===== config.mk =====
export PLATFORM = sky130hd
export DESIGN_NAME = mmqnt_ctrl
export DESIGN_NICKNAME = d
export VERILOG_FILES = /design/src/rtl/mmqnt_pkg.sv /design/src/rtl/mmqnt_ctrl.sv
export SDC_FILE = /design/constraint.sdc
export NUM_CORES = 1
export LEC_CHECK = 0
export BUFFER_PORTS_ARGS = -buffer_cell sky130_fd_sc_hd__buf_2
export CORE_ASPECT_RATIO = 1.2
export CORE_UTILIZATION = 43
export DETAILED_ROUTE_END_ITERATION = 10
export GPL_ROUTABILITY_DRIVEN = 0
export PLACE_DENSITY = 0.75
export SYNTH_ARGS = -nofsm -noshare
export SYNTH_HDL_FRONTEND = slang
export SYNTH_SLANG_ARGS = --single-unit

===== constraint.sdc =====
create_clock -name i_clk -period 1.6 [get_ports i_clk]
set_input_delay 0 -clock i_clk [delete_from_list [all_inputs] [get_ports i_clk]]
set_output_delay 0 -clock i_clk [all_outputs]
set_load 0.1 [all_outputs]

===== src/rtl/mmqnt_pkg.sv =====
// ----------------------------------------------------------------------------
// mmqnt_pkg
// shared constants, types and helpers of the midi message queue
// ----------------------------------------------------------------------------
package mmqnt_pkg;

    localparam int QUEUE_DEPTH = 256;
    localparam int PTR_W       = $clog2(QUEUE_DEPTH);
    localparam int FILL_W      = $clog2(QUEUE_DEPTH + 1);
    localparam int NOTE_SLOTS  = 2048;
    localparam int NOTE_AW     = $clog2(NOTE_SLOTS);
    localparam int NOTE_BITS   = 7;

    localparam int OP_W         = 3;
    localparam int IN_TDATA_W   = 32;
    localparam int OUT_TDATA_W  = 32;
    localparam int OUT_FIELDS_W = 27;

    localparam logic [OP_W-1:0] OP_ENQ_BYTE = 3'd0;
    localparam logic [OP_W-1:0] OP_ENQ_MSG  = 3'd1;
    localparam logic [OP_W-1:0] OP_DEQ_MSG  = 3'd2;
    localparam logic [OP_W-1:0] OP_FLUSH    = 3'd3;
    localparam logic [OP_W-1:0] OP_CLEAR    = 3'd4;

    localparam logic [7:0] SYSEX_START    = 8'hF0;
    localparam logic [7:0] SYSEX_END      = 8'hF7;
    localparam logic [7:0] FLUSH_VELOCITY = 8'd64;

    localparam logic [3:0] ST_NOTE_OFF  = 4'h8;
    localparam logic [3:0] ST_NOTE_ON   = 4'h9;
    localparam logic [3:0] ST_POLY_AT   = 4'hA;
    localparam logic [3:0] ST_CTRL      = 4'hB;
    localparam logic [3:0] ST_PROGRAM   = 4'hC;
    localparam logic [3:0] ST_CHAN_AT   = 4'hD;
    localparam logic [3:0] ST_PITCHBEND = 4'hE;

    typedef enum logic [1:0] {
        BS_FIRST,
        BS_SECOND,
        BS_THIRD
    } t_byte_sel;

    typedef struct packed {
        logic      start;
        logic      eb;
        logic      push;
        logic      push_flush;
        t_byte_sel push_sel;
        logic      pop;
        logic      cap_status;
        logic      cap_d1;
        logic      cap_d2;
        logic      set_warn;
        logic      q_clear;
        logic      cnt_inc;
        logic      note_sel_cnt;
        logic      note_clr;
        logic      note_upd;
        logic      load_out;
    } t_dp_cmd;

    typedef struct packed {
        logic [OP_W-1:0] op;
        logic            full;
        logic            em_ok;
        logic            em_room;
        logic            em_three;
        logic            empty;
        logic            dq_skip;
        logic            dq_ok;
        logic            taken_three;
        logic            note_active;
        logic            fl_room;
        logic            cnt_last;
        logic            out_busy;
    } t_dp_status;

    // bytes in a channel message with this status, 0 if not a channel message
    function automatic logic [1:0] msg_size(input logic [7:0] status);
        logic [1:0] size;
        case (status[7:4]) inside
            ST_NOTE_OFF, ST_NOTE_ON, ST_POLY_AT, ST_CTRL, ST_PITCHBEND: size = 2'd3;
            ST_PROGRAM, ST_CHAN_AT:                                      size = 2'd2;
            default:                                                     size = 2'd0;
        endcase
        return size;
    endfunction

endpackage


===== src/rtl/mmqnt_ctrl.sv =====
// ----------------------------------------------------------------------------
// mmqnt_ctrl
// sequencer for the five queue operations and the note count sweeps
// ----------------------------------------------------------------------------
module mmqnt_ctrl import mmqnt_pkg::*; (
    input  logic       i_clk,
    input  logic       i_rst_n,
    input  logic       i_in_valid,
    output logic       o_in_ready,
    input  t_dp_status i_status,
    output t_dp_cmd    o_cmd
);

    typedef enum logic [4:0] {
        S_INIT,
        S_IDLE,
        S_DISPATCH,
        S_EM_WR,
        S_DQ_WAIT,
        S_DQ_CHK,
        S_DQ_W1,
        S_DQ_C1,
        S_DQ_W2,
        S_DQ_C2,
        S_NT_WAIT,
        S_NT_UPD,
        S_FL_RD,
        S_FL_CHK,
        S_FL_WR,
        S_CLR,
        S_DONE
    } t_state;

    t_state    r_state;
    t_state    n_state;
    t_byte_sel r_k;
    t_byte_sel n_k;
    logic      k_next;

    assign o_in_ready = r_state == S_IDLE;

    always_ff @(posedge i_clk) begin
        if (!i_rst_n) begin
            r_state <= S_INIT;
            r_k     <= BS_FIRST;
        end else begin
            r_state <= n_state;
            r_k     <= n_k;
        end
    end

    always_comb begin
        o_cmd    = '0;
        n_state  = r_state;
        n_k      = r_k;
        k_next   = 1'b0;
        o_cmd.push_sel = r_k;
        unique case (r_state)
            S_INIT: begin
                o_cmd.note_sel_cnt = 1'b1;
                o_cmd.note_clr     = 1'b1;
                o_cmd.cnt_inc      = 1'b1;
                if (i_status.cnt_last) begin
                    n_state = S_IDLE;
                end
            end
            S_IDLE: begin
                if (i_in_valid) begin
                    o_cmd.start = 1'b1;
                    n_state     = S_DISPATCH;
                end
            end
            S_DISPATCH: begin
                n_k = BS_FIRST;
                unique case (i_status.op)
                    OP_ENQ_BYTE: begin
                        o_cmd.eb = 1'b1;
                        n_state  = S_DONE;
                    end
                    OP_ENQ_MSG: begin
                        if (i_status.em_ok && i_status.em_room) begin
                            n_state = S_EM_WR;
                        end else begin
                            o_cmd.set_warn = i_status.em_ok;
                            n_state        = S_DONE;
                        end
                    end
                    OP_DEQ_MSG: n_state = S_DQ_CHK;
                    OP_FLUSH:   n_state = S_FL_RD;
                    OP_CLEAR:   n_state = S_CLR;
                    default:    n_state = S_DONE;
                endcase
            end
            S_EM_WR: begin
                o_cmd.push = 1'b1;
                k_next     = 1'b1;
                if (r_k == BS_THIRD || (r_k == BS_SECOND && !i_status.em_three)) begin
                    n_state = S_DONE;
                end
            end
            S_DQ_WAIT: begin
                n_state = S_DQ_CHK;
            end
            S_DQ_CHK: begin
                if (i_status.empty) begin
                    n_state = S_DONE;
                end else if (i_status.dq_skip) begin
                    o_cmd.pop = 1'b1;
                    n_state   = S_DQ_WAIT;
                end else if (i_status.dq_ok) begin
                    o_cmd.cap_status = 1'b1;
                    o_cmd.pop        = 1'b1;
                    n_state          = S_DQ_W1;
                end else begin
                    n_state = S_DONE;
                end
            end
            S_DQ_W1: begin
                n_state = S_DQ_C1;
            end
            S_DQ_C1: begin
                o_cmd.cap_d1 = 1'b1;
                o_cmd.pop    = 1'b1;
                n_state      = i_status.taken_three ? S_DQ_W2 : S_NT_WAIT;
            end
            S_DQ_W2: begin
                n_state = S_DQ_C2;
            end
            S_DQ_C2: begin
                o_cmd.cap_d2 = 1'b1;
                o_cmd.pop    = 1'b1;
                n_state      = S_NT_WAIT;
            end
            S_NT_WAIT: begin
                n_state = S_NT_UPD;
            end
            S_NT_UPD: begin
                o_cmd.note_upd = 1'b1;
                n_state        = S_DONE;
            end
            S_FL_RD: begin
                o_cmd.note_sel_cnt = 1'b1;
                n_state            = S_FL_CHK;
            end
            S_FL_CHK: begin
                o_cmd.note_sel_cnt = 1'b1;
                n_k                = BS_FIRST;
                if (i_status.note_active && !i_status.full) begin
                    o_cmd.note_clr = 1'b1;
                end
                if (i_status.note_active && !i_status.full && i_status.fl_room) begin
                    n_state = S_FL_WR;
                end else begin
                    o_cmd.set_warn = i_status.note_active && !i_status.full;
                    o_cmd.cnt_inc  = 1'b1;
                    n_state        = i_status.cnt_last ? S_DONE : S_FL_RD;
                end
            end
            S_FL_WR: begin
                o_cmd.note_sel_cnt = 1'b1;
                o_cmd.push         = 1'b1;
                o_cmd.push_flush   = 1'b1;
                k_next             = 1'b1;
                if (r_k == BS_THIRD) begin
                    o_cmd.cnt_inc = 1'b1;
                    n_state       = i_status.cnt_last ? S_DONE : S_FL_RD;
                end
            end
            S_CLR: begin
                o_cmd.q_clear      = 1'b1;
                o_cmd.note_sel_cnt = 1'b1;
                o_cmd.note_clr     = 1'b1;
                o_cmd.cnt_inc      = 1'b1;
                if (i_status.cnt_last) begin
                    n_state = S_DONE;
                end
            end
            S_DONE: begin
                if (!i_status.out_busy) begin
                    o_cmd.load_out = 1'b1;
                    n_state        = S_IDLE;
                end
            end
            default: begin
                n_state = S_IDLE;
            end
        endcase
        if (k_next) begin
            n_k = t_byte_sel'(2'(r_k + 2'd1));
        end
    end

endmodule


==> metrics.yaml, run 1 <==
status: "did not finish"
synth.cell_area_um2: 917.1
dp_hpwl_um: 3508
htreeDepth: 1
synth_edf_count: 0
cts_root_buf: "clkbuf_4"
synth_top_area_share_pct: 15.28
synth-seq-cells: 7
synthTopCellsByCount: "nand2_1 (13), nor2_1 (11), o21ai_0 (11)"
clk_path_buf_depth: 2
cts_buffers: 3
yosysTopAreaCell: "dfxtp_1"
io_pins: 36
synth.most_common_cell: "nand2_1"
dp_worst_setup_slack_ns: -0.1972
avgSynthCellArea_um2: 6.948
dieHeight_um: 52.59
yosys_warnings: 0
synth_area_leaders: "dfxtp_1 (15%), o21ai_0 (6.0%), nand2_1 (5.3%), nor2_1 (4.5%), nor3_1 (4.4%)"
async_reset_ff_share_pct: 0
post_cts_buffers: 10
syn_nets: 152
cts_hold_buf: 0
failing_step: "4_1_cts"
synth.distinct_cells: 50
initial_utilization_pct: 47.91
ys.flop_type: "dfxtp_1"
synthCells: 132
fp.dieW_um: 44.16
io_buffers: 35
tool.error: "[ERROR DPL-0038] Utilization greater than 100%, impossible to legalize"
seq_area_frac_synth_pct: 15.28
cts.sink_count: 7
rows: 17
cts.repair.resized: 43
-- through the flow --
| step | util [%] | cell area, um2 | hold WS (ns) | std cells | setup TNS (ns) |
|---|---|---|---|---|---|
| after global placement | 91.11 | 1744 | 0.3227 | 214 | -0.5390 |
| after detailed placement | 91.11 | 1744 | 0.3348 | 214 | -1.198 |
| after floorplan | - | 1117 | 0.1019 | 132 | -1.672 |
-- cell families after synthesis --
family	share of synthesized area (%)
compound gates	28.65
xor+xnor	1.910
fa+ha+maj	3.820
buf+inv	7.504
flops	15.28
simple gates	42.84
==> run 2, diff against run 1 <==
Settings changed: CORE_AREA set to 2 2 63 65, CORE_ASPECT_RATIO 1.2 to unset, CORE_UTILIZATION 43 to unset, DIE_AREA set to 0 0 65 67, PLACE_DENSITY 0.75 to unset, PLACE_DENSITY_LB_ADDON set to 0.15.
Clock period 1.6 ns to 2.1 ns, I/O delays scaled along.
==> metrics.yaml, run 2 <==
status: "finished, final reports clean"
power.density_nw_per_um2: 618.0
finalHoldViolations: 0
vias: 1138
critical-path-slowest-cell: "buf_2"
multi_input_comb_area_um2: 774.5
async_reset_ff_share_pct: 0
synth_edf_count: 0
top_regs: "r_state x5, r_k x2"
final_common_cell: "buf_2"
synthCells: 132
drt-initial-drc-count: 38
min_to: "r_state[3]"
cap_violations: 0
initial_utilization_pct: 25.43
io_pins: 36
crit_path_start_kind: "flip-flop"
yosysTopAreaCell: "dfxtp_1"
clkTransAtPathRegs_ns: 0.04
rrSetupSlack_ns: 0.30
fin_crit_ns: 1.919
synth.most_common_cell: "nand2_1"
cts.sink_count: 7
cp_max_fo: 15
irDropWorstVdd_uv: 312.9
period_share_pct: 91.39
htreeDepth: 1
setup_violations: 0
slowest_delay_ns: 0.44
dieHeight_um: 67
grt_overflow: 0
dp_hpwl_um: 2503
cp_top_family: "simple AND/OR/NAND/NOR gates"
tns_ns: 0
path_cells: "buf_4 -> nor2b_1 -> nand2_1 -> nor3b_2 -> buf_2"
insertion_delay_ns: 0.22
seqCellArea_um2: 141.4
area_growth_pct: 47.61
cts_tree: "done"
drcViolationCount: 0
cts_root_buf: "clkbuf_8"
rr_endpoint: "r_state[2]"
yosys_warnings: 0
synthTopCellsByCount: "nand2_1 (13), nor2_1 (11), o21ai_0 (11)"
drive_gt1_share_pct: 37.50
grt_pass1_wl_um: 5043
synth-seq-cells: 7
place_inst: 212
grt_pass1_vias: 1075
clk_path_buf_depth: 2
rsz0062_at_grt: "no"
final_cell_mix: "buf_2 (29), nand2_1 (13), o21ai_0 (11), nor2_1 (9), nor3_1 (8)"
syn_nets: 152
synth_area_leaders: "dfxtp_1 (15%), o21ai_0 (6.0%), nand2_1 (5.3%), nor2_1 (4.5%), nor3_1 (4.4%)"
firstDrtPassIters: 4
stdcell_count: 216
synth.cell_area_um2: 917.1
endpoint_kind: "output pin"
antenna_found_initial: 0
critPathArrivalTime_ns: 1.92
fillers: 402
io_buffers: 35
fmax_ghz: 0.5211
skew_ns: 0.003135
avgSynthCellArea_um2: 6.948
rr_worst_depth: 6
synth_top_area_share_pct: 15.28
cp.depth: 5
fp.dieW_um: 65
hold_start: "i_rst_n"
ys.flop_type: "dfxtp_1"
diodes: 0
wire_per_inst_um: 14.12
vias_per_cell: 5.269
drt_wl_total_um: 3049
dieArea_um2: 4355
synth.distinct_cells: 50
cts_hold_buf: 0
final_util_pct: 37.54
cp.required_ns: 2.10
nets: 189
r2r-start: "r_state[2]"
holdPathStages: 3
seq_area_frac_synth_pct: 15.28
largest-register: "r_state"
crit_buf_inv: 2
worstSetupPathType: "flip-flop to output pin"
track_usage_pct: 14.97
hold_path.class: "primary input to flip-flop"
cts_buffers: 3
rows: 22
grt_max_degree: 23
core-area_um2: 3606
p_leak_uw: 0.0005325
largest_reg_flops: 5
antenna_left: 0
worst_pin_slew_ns: 0.4874
finalMaxSlewViolations: 0
relSlewSlack_pct: 67.73
## run 2: cell counts after synthesis
Identical to the previous run, type by type.
## run 2: worst max-delay path by stage
stage	from	to	slack (ns)
after floorplan	r_state[1]	o_cmd[8]	-0.85
after global placement	r_state[3]	r_state[0]	0.12
after detailed placement	r_state[3]	r_state[0]	0.15
after CTS	r_state[3]	o_cmd[6]	0.12
after global routing	r_state[0]	o_cmd[1]	0.03
final	r_state[0]	o_cmd[1]	0.18
## run 2: worst min-delay path, stage by stage
cell and delay [ns]:
buf_2 0.14, o21ai_0 0.09, o21ai_1 0.06
## run 2: power by group
group          switching [uW]  internal, uW  total [uW]
clock                    58.0           131         189
sequential               5.29           140         146
combinational             348           153         502
total                     412           425         837
## run 2: what timing repair did
action,CTS,global route
setup buffers,0,0
resized for setup,0,2
endpoints found under the hold margin,0,0
setup endpoints to repair,0,1
## run 2: cells by family (layout without fill, tap and decap cells)
family                     Yosys count  in the layout  synth area share, %
AOI/OAI and AO/OA                   38             38                28.65
buffers and inverters               14             50                7.504
xor gates and xnor gates             2              2                1.910
and+or+nand+nor                     68             68                42.84
adders and majority gates            3              3                3.820
DFF                                  7              7                15.28
## run 2: per-layer routing
layer,track usage (%),share of wire [%],vias to the layer above
met2,25.39,50,28
met5,0,0,-
met3,3.378,3.7,2
met4,3.457,0.26,0
met1,19.19,46,541
li1,-,-,567
## run 2: layout make-up
cell class              instances  share of cell area, %
clock buffers                   4                  3.327
inverters                       5                  1.664
multi-input cells             111                  57.21
well taps                      48                  4.436
flip-flops and latches          7                  10.44
repair buffers                 41                  22.92
## run 2: stage by stage
stage	area, um2	power [uW]	hold WS (ns)	worst slack, ns
floorplan	980.9	509.8	0.1113	-0.8479
finish	1354	836.7	0.1076	0.1808
CTS	1346	838.3	0.1043	0.1168
global placement	1301	648.1	0.3312	0.1191
detailed placement	1301	648.3	0.3337	0.1500
global route	1354	881.9	0.1537	0.02793
Note: power is estimated with default switching activity, not from simulation.
==> run 3, diff against run 2 <==
Settings changed: ABC_AREA set to 1.
==> metrics.yaml, run 3 <==
synth.cell_area_um2: 887.1
relSlewSlack_pct: 67.62
endpoint_kind: "output pin"
worst_pin_slew_ns: 0.4891
dieArea_um2: 4355
grt_overflow: 0
largest-register: "r_state"
status: "finished, final reports clean"
setup_violations: 0
vias_per_cell: 4.433
io_pins: 36
worstSetupPathType: "flip-flop to output pin"
place_inst: 250
yosys_warnings: 0
insertion_delay_ns: 0.22
drcViolationCount: 0
antenna_left: 0
irDropWorstVdd_uv: 595.9
htreeDepth: 1
drt-initial-drc-count: 22
finalMaxSlewViolations: 0
avgSynthCellArea_um2: 5.249
fmax_ghz: 0.5213
synth_area_leaders: "nand2_1 (19%), dfxtp_1 (16%), nand3_1 (14%), inv_1 (12%), nor2_1 (12%)"
top_regs: "r_state x5, r_k x2"
final_cell_mix: "nand2_1 (44), buf_2 (35), nor2_1 (27), inv_1 (26), nand3_1 (24)"
synth.distinct_cells: 21
rsz0062_at_grt: "no"
cp.required_ns: 2.10
fp.dieW_um: 65
firstDrtPassIters: 4
clk_path_buf_depth: 2
clkTransAtPathRegs_ns: 0.04
cap_violations: 0
cts_root_buf: "clkbuf_8"
seq_area_frac_synth_pct: 15.80
hold_path.class: "primary input to flip-flop"
rows: 22
drt_wl_total_um: 2595
largest_reg_flops: 5
synth-seq-cells: 7
critPathArrivalTime_ns: 1.92
rr_worst_depth: 9
cp_max_fo: 14
grt_max_degree: 15
cts.sink_count: 7
drive_gt1_share_pct: 29.13
cts_buffers: 3
p_leak_uw: 0.0006914
cts_tree: "done"
wire_per_inst_um: 10.22
core-area_um2: 3606
grt_pass1_vias: 932
async_reset_ff_share_pct: 0
io_buffers: 35
yosysTopAreaCell: "nand2_1"
crit_path_start_kind: "flip-flop"
area_growth_pct: 33.57
holdPathStages: 3
finalHoldViolations: 0
synthCells: 169
post_cts_buffers: 0
cts.repair.resized: 0
hold_slack_ns: 0.03997
fin_crit_ns: 1.918
ys.flop_type: "dfxtp_1"
synth_edf_count: 0
period_share_pct: 91.34
skew_ns: 0.002627
synth.most_common_cell: "nand2_1"
stdcell_count: 254
finalPower_uw: 1407
vias: 1126
dp_hpwl_um: 2264
nets: 227
power.density_nw_per_um2: 1188
grt_pass1_wl_um: 4202
syn_nets: 189
synthTopCellsByCount: "nand2_1 (44), inv_1 (28), nor2_1 (28)"
final_common_cell: "nand2_1"
dieHeight_um: 67
cts_hold_buf: 0
diodes: 0
synth_top_area_share_pct: 18.62
initial_utilization_pct: 24.60
track_usage_pct: 12.26
antenna_found_initial: 0
[run 3: changes by cell type in the layout (fill, tap and decap cells not counted), moves of 7 or more]
cell     change
nand2_1     +31
inv_1       +22
nand3_1     +21
nor2_1      +18
nor3_1       -7
[run 3: critical path, stage by stage, from the launching register on]
cell     delay (ns)
dfxtp_1        0.37
inv_2          0.21
nand3_1        0.14
nor2_1         0.26
nand3_1        0.16
o22ai_2        0.10
buf_2          0.44
[run 3: final cells by class]
type                    instances  area, um2
fillers                       444       2421
flip-flops and latches          7      148.9
well taps                      48      60.06
repair buffers                 35      175.2
multi-input cells             130      643.1
clock buffers                   4      45.04
inverters                      30      112.6
[run 3: final timing paths]
| check | from | endpoint | slack [ns] |
|---|---|---|---|
| hold reg to reg | r_k[1] | r_k[1] | 0.50 |
| setup reg to reg | r_state[4] | r_state[3] | 0.54 |
| setup / recovery | r_state[4] | o_cmd[6] | 0.18 |
| hold / removal | i_rst_n | r_state[0] | 0.04 |
[run 3: logic make-up after synthesis]
logic type               share of synthesized area, %
adder cells (fa/ha/maj)                         2.820
AO/OA/AOI/OAI                                   9.310
AND/OR/NAND/NOR                                 57.26
buffers and inverters                           14.81
flip-flops                                      15.80
[run 3: power by group]
part	internal [uW]	switching [uW]
logic	191	842
clock network	131	50.1
registers	158	36.5
total	479	928
[run 3: through the flow]
step           util [%]  setup slack, ns  area, um2  TNS (ns)
6_report          32.86           0.1818       1185         0
5_1_grt           32.86          0.01911       1185         0
4_1_cts           32.86           0.1719       1185         0
3_5_place_dp      31.61           0.4126       1140         0
3_3_place_gp      31.61           0.4540       1140         0
2_1_floorplan         -          -0.2740      923.4   -0.3962
[run 3: layer usage]
metal | GRT usage, % | part of all wire, % | vias to the layer above
met4 | 3.989 | 0.46 | 0
li1 | - | - | 608
met1 | 16.65 | 49 | 498
met5 | 0 | 0 | -
met2 | 20.62 | 47 | 18
met3 | 0.6757 | 3.2 | 2
